**src/sv/sls_pkg.sv**
```systemverilog
// ----------------------------------------------------------------------------
// sls_pkg: shared types and character tables for the lexeme splitter
// Holds the scan state record, the result record and the delimiter,
// blank and operator classification functions.
// ----------------------------------------------------------------------------
package sls_pkg;

    localparam int CFG_IDX_W  = 2;
    localparam int CFG_DATA_W = 3;

    localparam logic [CFG_IDX_W-1:0] CFG_DELIMITER_SET   = 2'd0;
    localparam logic [CFG_IDX_W-1:0] CFG_TWO_CHAR_TOKENS = 2'd1;

    localparam logic [2:0] SET_COMMAND = 3'd0;
    localparam logic [2:0] SET_SUB     = 3'd1;
    localparam logic [2:0] SET_COMMA   = 3'd2;
    localparam logic [2:0] SET_BQ      = 3'd3;

    localparam logic [7:0] CH_NUL    = 8'h00;
    localparam logic [7:0] CH_CTRL_Q = 8'h11;
    localparam logic [7:0] CH_SQUOTE = 8'h27;
    localparam logic [7:0] CH_DQUOTE = 8'h22;

    typedef enum logic [1:0] {
        MODE_BETWEEN = 2'd0,
        MODE_WORD    = 2'd1,
        MODE_QUOTE   = 2'd2,
        MODE_PAIR    = 2'd3
    } t_scan_mode;

    typedef struct packed {
        t_scan_mode mode;
        logic       quote_dq;   // open quote is a double quote
        logic       ctrl_q;     // previous quoted byte was 0x11
        logic [7:0] pair_byte;  // pending operator first byte
    } t_scan_state;

    typedef struct packed {
        logic       present;
        logic [7:0] out_byte;
        logic       begins;
        logic       eot;
        logic       unmatched;
    } t_result;

    localparam t_scan_state SCAN_RESET = '{
        mode: MODE_BETWEEN, quote_dq: 1'b0, ctrl_q: 1'b0, pair_byte: 8'h00
    };

    // Space, tab, CR and LF.
    function automatic logic is_blank(input logic [7:0] c);
        return (c == 8'h20) || (c == 8'h09) || (c == 8'h0D) || (c == 8'h0A);
    endfunction

    function automatic logic is_delim(input logic [2:0] sel, input logic [7:0] c);
        logic r;
        r = 1'b0;
        case (sel)
            SET_COMMAND: r = c inside {8'h3B, 8'h20, 8'h09, 8'h0D, 8'h0A,
                                       8'h60, 8'h27, 8'h22};
            SET_SUB:     r = c inside {8'h21, 8'h40, 8'h23, 8'h24, 8'h25, 8'h5E,
                                       8'h26, 8'h2D, 8'h3D, 8'h2B, 8'h60, 8'h7B,
                                       8'h7D, 8'h3A, 8'h3B, 8'h27, 8'h22, 8'h5C,
                                       8'h7C, 8'h2C, 8'h2E, 8'h3C, 8'h3E, 8'h2F};
            SET_COMMA:   r = (c == 8'h2C);
            SET_BQ:      r = c inside {8'h20, 8'h09, 8'h0D, 8'h0A, 8'h27, 8'h22};
            default:     r = is_blank(c);
        endcase
        return r;
    endfunction

    // First bytes of the two-byte operators: > = < ! / ~
    function automatic logic is_op_lead(input logic [7:0] c);
        return c inside {8'h3E, 8'h3D, 8'h3C, 8'h21, 8'h2F, 8'h7E};
    endfunction

    // Operators >> >= <= == != /= =~ /~
    function automatic logic is_operator(input logic [7:0] a, input logic [7:0] b);
        return {a, b} inside {16'h3E3E, 16'h3E3D, 16'h3C3D, 16'h3D3D,
                              16'h213D, 16'h2F3D, 16'h3D7E, 16'h2F7E};
    endfunction

endpackage

```
**src/sv/shell_lexeme_splitter_unit.sv**
```systemverilog
// ----------------------------------------------------------------------------
// shell_lexeme_splitter_unit: splits a byte stream into shell lexemes
// Drops blanks met between lexemes, passes every kept byte with a lexeme-start flag,
// handles quoted lexemes and optional two-byte operators, and closes the
// text with an end item on byte 0.
// ----------------------------------------------------------------------------
//
//  Channel   Handshake                  Payload
//  -------   -------------------------  ---------------------------------------
//  text in   i_in_valid / o_in_ready    i_text_byte
//  result    o_out_valid / i_out_ready  o_out_byte, o_begins_lexeme,
//                                       o_end_of_text, o_unmatched_quote
//  config    i_cfg_valid / o_cfg_ready  i_cfg_index, i_cfg_data
//
// An input item is accepted in every cycle while the result side keeps up;
// one item per cycle is the sustained rate. A byte is held in the input
// register, where the scan step decides its result and the next scan
// state; the result is then held in the result register, from which it
// is offered on the result channel.
// Bytes that produce no result (dropped blanks) leave the pipe even while
// the result register is held. Reset is synchronous and active low; it
// clears the scan state, both configuration registers and the valid flags.
// A stalled result holds the input register, and with it the input channel.
//
module shell_lexeme_splitter_unit (
    input  logic                            i_clk,
    input  logic                            i_rst_n,
    input  logic                            i_in_valid,
    output logic                            o_in_ready,
    input  logic [7:0]                      i_text_byte,
    output logic                            o_out_valid,
    input  logic                            i_out_ready,
    output logic [7:0]                      o_out_byte,
    output logic                            o_begins_lexeme,
    output logic                            o_end_of_text,
    output logic                            o_unmatched_quote,
    input  logic                            i_cfg_valid,
    output logic                            o_cfg_ready,
    input  logic [sls_pkg::CFG_IDX_W-1:0]   i_cfg_index,
    input  logic [sls_pkg::CFG_DATA_W-1:0]  i_cfg_data
);
    import sls_pkg::*;

    // Configuration registers.
    logic [2:0]  r_delimiter_set;
    logic        r_two_char_tokens;

    // Input register stage.
    logic        r_in_valid;
    logic [7:0]  r_in_byte;

    // Scan state carried from byte to byte.
    t_scan_state r_state;
    t_scan_state n_state;
    t_result     w_result;

    // Result register.
    logic        r_out_valid;
    logic [7:0]  r_out_byte;
    logic        r_begins;
    logic        r_eot;
    logic        r_unmatched;

    logic        w_advance;
    logic        w_in_take;

    sls_lex_core u_core (
        .i_byte            (r_in_byte),
        .i_delimiter_set   (r_delimiter_set),
        .i_two_char_tokens (r_two_char_tokens),
        .i_state           (r_state),
        .o_state           (n_state),
        .o_result          (w_result)
    );

    // The held byte moves on when the result register can take its result,
    // or at once when it has no result to give.
    assign w_advance  = r_in_valid && (!r_out_valid || i_out_ready || !w_result.present);
    assign o_in_ready = !r_in_valid || w_advance;
    assign w_in_take  = i_in_valid && o_in_ready;

    // Configuration must only be written while the block is idle; the block itself does not enforce this.
    assign o_cfg_ready = 1'b1;

    always_ff @(posedge i_clk) begin
        if (!i_rst_n) begin
            r_delimiter_set   <= 3'd0;
            r_two_char_tokens <= 1'b0;
            r_in_valid        <= 1'b0;
            r_state           <= SCAN_RESET;
            r_out_valid       <= 1'b0;
        end else begin
            if (i_cfg_valid && o_cfg_ready) begin
                if (i_cfg_index == CFG_DELIMITER_SET) begin
                    r_delimiter_set <= i_cfg_data[2:0];
                end else if (i_cfg_index == CFG_TWO_CHAR_TOKENS) begin
                    r_two_char_tokens <= i_cfg_data[0];
                end
            end
            if (w_in_take) begin
                r_in_valid <= 1'b1;
            end else if (w_advance) begin
                r_in_valid <= 1'b0;
            end
            if (w_advance) begin
                r_state <= n_state;
            end
            if (w_advance && w_result.present) begin
                r_out_valid <= 1'b1;
            end else if (i_out_ready) begin
                r_out_valid <= 1'b0;
            end
        end
    end

    // Payload registers carry no reset.
    always_ff @(posedge i_clk) begin
        if (w_in_take) begin
            r_in_byte <= i_text_byte;
        end
        if (w_advance && w_result.present) begin
            r_out_byte  <= w_result.out_byte;
            r_begins    <= w_result.begins;
            r_eot       <= w_result.eot;
            r_unmatched <= w_result.unmatched;
        end
    end

    assign o_out_valid       = r_out_valid;
    assign o_out_byte        = r_out_byte;
    assign o_begins_lexeme   = r_begins;
    assign o_end_of_text     = r_eot;
    assign o_unmatched_quote = r_unmatched;

    // The end item carries a zero byte and never starts a lexeme.
    a_eot_shape: assert property (@(posedge i_clk) disable iff (!i_rst_n)
        (o_out_valid && o_end_of_text) |-> (o_out_byte == 8'h00 && !o_begins_lexeme))
        else $error("end item with nonzero byte or lexeme start");

    // An unmatched quote is only reported on the end item.
    a_unmatched_on_eot: assert property (@(posedge i_clk) disable iff (!i_rst_n)
        (o_out_valid && o_unmatched_quote) |-> o_end_of_text)
        else $error("unmatched quote outside the end item");

    // Byte 0 returns the scanner to its reset state.
    a_eot_resets_scan: assert property (@(posedge i_clk) disable iff (!i_rst_n)
        (w_advance && r_in_byte == CH_NUL) |=>
            (r_state.mode == MODE_BETWEEN && r_state.pair_byte == 8'h00))
        else $error("scan state not cleared after end of text");

    // A lexeme never starts with a blank.
    a_no_blank_start: assert property (@(posedge i_clk) disable iff (!i_rst_n)
        (o_out_valid && o_begins_lexeme) |-> !is_blank(o_out_byte))
        else $error("lexeme starts with a blank");

endmodule

```
**src/sv/sls_lex_core.sv**
```systemverilog
// ----------------------------------------------------------------------------
// sls_lex_core: one-byte scan step
// Given the current scan state, the configuration and one text byte,
// produces the optional result and the next scan state.
// ----------------------------------------------------------------------------
module sls_lex_core (
    input  logic [7:0]          i_byte,
    input  logic [2:0]          i_delimiter_set,
    input  logic                i_two_char_tokens,
    input  sls_pkg::t_scan_state i_state,
    output sls_pkg::t_scan_state o_state,
    output sls_pkg::t_result     o_result
);
    import sls_pkg::*;

    logic        w_delim;
    logic        w_blank;
    logic        w_quote;
    t_scan_state w_start_state;
    t_result     w_start_result;
    t_scan_state w_base;
    logic [7:0]  w_close_quote;

    assign w_delim = is_delim(i_delimiter_set, i_byte);
    assign w_blank = is_blank(i_byte);
    assign w_quote = (i_byte == CH_SQUOTE) || (i_byte == CH_DQUOTE);
    assign w_close_quote = i_state.quote_dq ? CH_DQUOTE : CH_SQUOTE;

    // A failed operator pair clears the pending byte before a new lexeme starts.
    always_comb begin
        w_base = i_state;
        if (i_state.mode == MODE_PAIR) begin
            w_base.pair_byte = 8'h00;
        end
    end

    // Starting a lexeme from the between-lexemes position.
    always_comb begin
        w_start_state  = w_base;
        w_start_result = '{present: 1'b1, out_byte: i_byte, begins: 1'b1,
                           eot: 1'b0, unmatched: 1'b0};
        if (w_blank) begin
            w_start_result.present = 1'b0;
            w_start_state.mode     = MODE_BETWEEN;
        end else if (!w_delim) begin
            w_start_state.mode = MODE_WORD;
        end else if (w_quote) begin
            w_start_state.mode     = MODE_QUOTE;
            w_start_state.quote_dq = (i_byte == CH_DQUOTE);
            w_start_state.ctrl_q   = 1'b0;
        end else if (i_two_char_tokens && is_op_lead(i_byte)) begin
            w_start_state.mode      = MODE_PAIR;
            w_start_state.pair_byte = i_byte;
        end else begin
            w_start_state.mode = MODE_BETWEEN;
        end
    end

    always_comb begin
        o_state  = i_state;
        o_result = '{present: 1'b1, out_byte: i_byte, begins: 1'b0,
                     eot: 1'b0, unmatched: 1'b0};
        if (i_byte == CH_NUL) begin
            o_result = '{present: 1'b1, out_byte: 8'h00, begins: 1'b0, eot: 1'b1,
                         unmatched: (i_state.mode == MODE_QUOTE)};
            o_state  = SCAN_RESET;
        end else begin
            case (i_state.mode)
                MODE_WORD: begin
                    if (w_delim) begin
                        o_state  = w_start_state;
                        o_result = w_start_result;
                    end
                end
                MODE_QUOTE: begin
                    if ((i_byte == w_close_quote) && !i_state.ctrl_q) begin
                        o_state.mode   = MODE_BETWEEN;
                        o_state.ctrl_q = 1'b0;
                    end else begin
                        o_state.ctrl_q = (i_byte == CH_CTRL_Q);
                    end
                end
                MODE_PAIR: begin
                    if (is_operator(i_state.pair_byte, i_byte)) begin
                        o_state.mode      = MODE_BETWEEN;
                        o_state.pair_byte = 8'h00;
                    end else begin
                        o_state  = w_start_state;
                        o_result = w_start_result;
                    end
                end
                default: begin
                    o_state  = w_start_state;
                    o_result = w_start_result;
                end
            endcase
        end
    end

endmodule

```
**config.mk**
```make
export PLATFORM = sky130hd
export DESIGN_NAME = shell_lexeme_splitter_unit
export DESIGN_NICKNAME = d
export VERILOG_FILES = /design/src/sv/sls_pkg.sv /design/src/sv/shell_lexeme_splitter_unit.sv /design/src/sv/sls_lex_core.sv
export SDC_FILE = /design/constraint.sdc
export NUM_CORES = 1
export LEC_CHECK = 0
export CORE_MARGIN = 2
export CORE_UTILIZATION = 35
export DETAILED_ROUTE_END_ITERATION = 8
export DONT_BUFFER_PORTS = 1
export GPL_ROUTABILITY_DRIVEN = 0
export MAX_ROUTING_LAYER = met4
export SYNTH_ARGS = -nofsm -noshare
export SYNTH_HDL_FRONTEND = slang
export SYNTH_SLANG_ARGS = --single-unit
export TNS_END_PERCENT = 50
```
**constraint.sdc**
```tcl
create_clock -name i_clk -period 3.18 [get_ports i_clk]
set_clock_uncertainty 0.2 [all_clocks]
set_input_delay 0.318 -clock i_clk [delete_from_list [all_inputs] [get_ports i_clk]]
set_output_delay 0.318 -clock i_clk [all_outputs]
set_load 0.1 [all_outputs]
```
# Yosys cells after proc, flatten, opt, wreduce, memory -nomap -nowiden
# Index checks and enable logic that the tools add are counted.
dict set report classes {
  eq_ne 50
  mux 32
  bitwise_logic 1
  n_reduce_logical 32
}
# cell count
set op_table {}
lappend op_table {{$eq 8x6->1 const B} 18}
lappend op_table {{$eq 16x14->1 const B} 8}
lappend op_table {{$eq 8x7->1 const B} 8}
lappend op_table {{$mux 12} 5}
lappend op_table {{$pmux 12 s3} 1}
lappend op_table {{$mux 8} 4}
lappend op_table {{$eq 8x4->1 const B} 3}
lappend op_table {{$pmux 8 s3} 1}
lappend op_table {{$reduce_bool 24->1} 1}
lappend op_table {{$mux 10} 2}
lappend op_table {{$mux 2} 8}
lappend op_table {{$reduce_bool 8->1} 2}
lappend op_table {{$reduce_and 3->1} 4}
lappend op_table {{$reduce_bool 6->1} 2}
lappend op_table {{$eq 8x5->1 const B} 1}
lappend op_table {{$eq 8x8->1} 1}
lappend op_table {{$logic_not 8->1} 1}
lappend op_table {{$logic_or 1x1->1} 7}
lappend op_table {{$eq 3x2->1 const B} 2}
lappend op_table {{$mux 1} 6}
lappend op_table {{$pmux 1 s3} 2}
lappend op_table {{$pmux 2 s3} 1}
lappend op_table {{$logic_and 1x1->1} 5}
lappend op_table {{$eq 2x1->1 const B} 2}
lappend op_table {{other kinds (15)} 20}
dict set report totals {
  reg_bits 37
  inputBits 18
  out_inout_bits 14
}

# Depth between registers and ports, before layout
dict set report depth {
  ltp_word 14
  ltp_mapped 10
  depth_no_buf 8
}

# Modules after synthesis
# A second synthesis with hierarchy kept.
dict set report unflattened {
  hier_cells 229
  area_unflattened_um2 2162.1
}
# module n_inst cells_per_inst area_per_inst_um2 seq_area_each_um2
set modules_own_cells {}
lappend modules_own_cells {shell_lexeme_splitter_unit 1 98 1348.8 930.9}
lappend modules_own_cells {sls_lex_core 1 131 813.3 0.0}

# Worst setup path after synthesis
# Ideal clock, no wire load.
dict set report synth_timing {
  kind {reg-to-output}
  from {register r_in_byte[0]}
  to {output o_in_ready}
  arrival_ns 2.774
  t_required_ns 2.662
  path_slack_ns -0.112
  stages_incl_launch_ff 10
  path_buffers 1
  cell_sequence {edfxtp_1 -> buf_6 -> or3b_4 -> a2111oi_4 -> a41oi_4 -> a41oi_1 -> nor4b_1 -> o31ai_1 -> nor2_1 -> inv_1}
}
dict set report synth_between {
  elab_chain_cells 12
  word_cells_on_any_way 54
  cone_classes {eq/ne (36); mux (6); reduce/logical (12)}
}
# item line
set synth_rtl {}
lappend synth_rtl {{start: declaration} shell_lexeme_splitter_unit.sv:50} ;# logic [7:0] r_in_byte;
lappend synth_rtl {{start signal: assignment} shell_lexeme_splitter_unit.sv:119} ;# r_in_byte <= i_text_byte;
lappend synth_rtl {{parallel branches: the longest is 7 deep, another holds $reduce_bool 24->1} n/a}
lappend synth_rtl {{$mux 12 (*)} sls_lex_core.sv:63} ;# if (i_byte == CH_NUL) begin
lappend synth_rtl {{$logic_not 1->1 (*)} shell_lexeme_splitter_unit.sv:78} ;# assign w_advance = r_in_valid && (!r_out_valid || i_out_ready || !w_result.present);
lappend synth_rtl {{$logic_or 1x1->1 (*)} shell_lexeme_splitter_unit.sv:78}
lappend synth_rtl {{$logic_and 1x1->1 (*)} shell_lexeme_splitter_unit.sv:78}
lappend synth_rtl {{$logic_or 1x1->1 (*)} shell_lexeme_splitter_unit.sv:79} ;# assign o_in_ready = !r_in_valid || w_advance;
lappend synth_rtl {{end: declaration} shell_lexeme_splitter_unit.sv:29} ;# output logic o_in_ready,
# Every way passes the cells marked *.

# Worst setup path in the final report
dict set report layout_timing {
  from {register r_in_byte[3]}
  to {output o_in_ready}
}
# The elaborated chain is that of the path after synthesis.

==> metrics.txt <==
Cell Chain, Critical Path=buf_4 > nand4_1 > nor4_2 > nor4_4 > a21oi_4 > nor4b_2 > o31ai_2 > buf_4 > nor2_4 > clkinvlp_4 > buf_12; Area growth syn-to-layout=30.46%; met2 usage in global routing=0.2582; top-area cell type share of the netlist area=0.2708; status=completed; WL/cell=between 15 and 20 um; TritonCTS buffer count=5; Fin Hold WS=4.901 ps; Core Area=around 5900 um^2; PwrDens=420.9 nW/um^2; Pleak=around 1.0 nW; die area=roughly 6700 um^2; Filler Cell Count=between 500 and 600; unrepaired setup endpoints after global routing=true; area post-placement=between 2000 and 2500 um^2; final net count=between 200 and 300; Setup Viol. Count Final=0; Netlist cell types=56; Required @ worst endpoint=~2700 ps; Top Usage Layer GRT=met2; share of cells above drive strength 1=0.2644; Remaining DRCs=0; via count=1829; flip-flop and latch area=between 900 and 1000 um^2; vias in the first global route=1666; GR Util All Layers=0.1682; root buf cell=clkbuf_8; Mapped Nets=roughly 240; row count=28; CP delay by family, top=simple AND/OR/NAND/NOR gates; Synth Area per Inst=around 9.6 um^2; Die Ht=slightly above 80 um; Most common cell on crit path=buf_4; multi-input logic area=between 1000 and 1500 um^2; highest clock rate=between 300 and 400 MHz; Initial DRC Count=124; io pins=32; Worst EP arrival=roughly 2600 ps; Critical Path Source Type=flip-flop; Max Buffers Root-to-Sink=2; pin count of the biggest net entering global routing=14; Async SR Flop Fraction=0; Critical Path Fanout Max=7; worst path bufs/invs=4; met1 usage=0.2249; Critical Path End Type=output pin; YS warnings=0; TritonCTS clock tree=yes; hpwl dp=3703 um; main flop type after synthesis=edfxtp_1; WS Path Type=reg -> out; Setup WS post-layout=71.93 ps; worst slew pin tran=around 940 ps; total grt overflow=0; chip width=81.59 um; Post-Syn Area=approximately 2100 um^2; cells taking the most area after synthesis=edfxtp_1 (27%), dfxtp_1 (17%), nand2_1 (3.4%); CP max-delay cell=edfxtp_1; post-synthesis register bit count=37; first-pass GRT wire length=8259 um; Worst-Skew Late Latency=around 290 ps; Fin Setup TNS=0 ps; fin crit share=0.9774; Post-synth EDFFs=19; dpl ws=-3.702 ps; Synth Instances=220; H-tree depth=2; register area share after synthesis=0.4418; Via density=5.443; Initial Utilization=0.3580; CP max stage delay=around 480 ps; DRT Wirelength=between 5000 and 6000 um; Final Util=0.4670; R2R Setup Slk=around 190 ps; Pre-antenna DRT Iters=4; Hold Violations, Final=0; max cap viols=0; IO Port Bufs=0; Final ANT Viol Nets=0; minimum clock period=between 3000 and 4000 ps; Finished Layout Cells=approximately 340; commonest non-fill, non-tap cell in the layout=buf_4; diode count=0; worst rel slew slack=0.3773; VDD IR-drop max=approximately 0.24 mV; placed cell count=slightly above 300; Power, Total=around 1.2 mW; Hold Path Class=in -> reg; post-synth top area cell=edfxtp_1; fin area=around 2700 um^2; Final Max Slew Viols=0; Reg clk slew, reported paths=70 ps; GR Util met3=0.03626; clock sink count=37; commonest non-fill, non-tap cells in the layout=buf_4 (38), nand2_1 (19), edfxtp_1 (19); initial antenna violation count=0
==> worst register-to-register path, delay by kind of cell, from the launching register on <==
family / cells / cell delay (ps)
buffers and inverters: 2 / 320
DFF: 1 / 420
and+or+nand+nor: 4 / 930
AOI/OAI and AO/OA: 4 / 1000
==> cell families (layout without fill, tap and decap cells) <==
family	count (synthesis)	in the layout	share of synthesized area
AO/OA/AOI/OAI	49	49	0.2037
buffers and inverters	28	69	0.06235
multiplexers	5	5	0.02375
XOR/XNOR	2	2	0.008315
other	1	1	0.001780
flip-flops	37	37	0.4418
AND/OR/NAND/NOR	98	98	0.2583
==> path summary, 6_finish.rpt <==
kind / start / endpoint / cells past startpoint
setup / recovery: r_in_byte[3] / o_in_ready / 11
setup reg to reg: r_in_byte[6] / r_state[0] / 10
hold / removal: i_cfg_data[1] / r_delimiter_set[1] / 2
hold reg to reg: r_state[6] / r_state[6] / 1
==> where the power goes <==
| part | internal, mW | total [mW] | switching (mW) | leakage, nW |
|---|---|---|---|---|
| clock network | 0.256 | 0.424 | 0.169 | 0.0585 |
| logic | 0.0705 | 0.157 | 0.0864 | 0.630 |
| registers | 0.521 | 0.576 | 0.0550 | 0.328 |
==> synth_stat cells, drive strengths merged, types with 4 or more instances <==
| master | number |
|---|---|
| dfxtp | 18 |
| nor3 | 12 |
| edfxtp | 19 |
| a21oi | 8 |
| nor4b | 4 |
| nand3 | 4 |
| nand4 | 8 |
| o2bb2ai | 6 |
| mux2i | 5 |
| clkbuf | 13 |
| nand2 | 19 |
| nand2b | 5 |
| a21boi | 4 |
| inv | 8 |
| nor2 | 16 |
| o31ai | 5 |
| nor4 | 4 |
| buf | 7 |
| nor2b | 11 |
==> cell type report <==
class                      instances  area share
clock buffer                       7     0.03141
clock inverter                     1     0.01092
multi-input combinational        155      0.4096
sequential                        37      0.3386
timing repair buffer              53      0.1629
inverter                           8     0.01229
tap                               75     0.03414
==> repair_timing <==
action | CTS | global route
setup endpoints to repair | 12 | 17
hold endpoints to repair | 19 | 0
setup buffers | 4 | 6
hold buffers | 12 | 0
gates resized for setup | 5 | 11
pin swaps | 3 | 6
==> flip-flops by register name, summed over array words and instances, names as in the netlist <==
register / flops
r_delimiter_set: 3
r_in_byte: 8
o_end_of_text: 1
r_in_valid: 1
o_out_byte: 8
r_two_char_tokens: 1
r_state: 12
o_out_valid: 1
o_begins_lexeme: 1
o_unmatched_quote: 1
==> metal layers <==
metal	wire [um]	vias up	part of all wire
li1	-	894	-
met1	2493	886	0.48
met2	2474	44	0.48
met4	44	0	0.0085
met3	192	5	0.037
met5	0	-	0
Note: power is estimated with default switching activity, not from simulation.
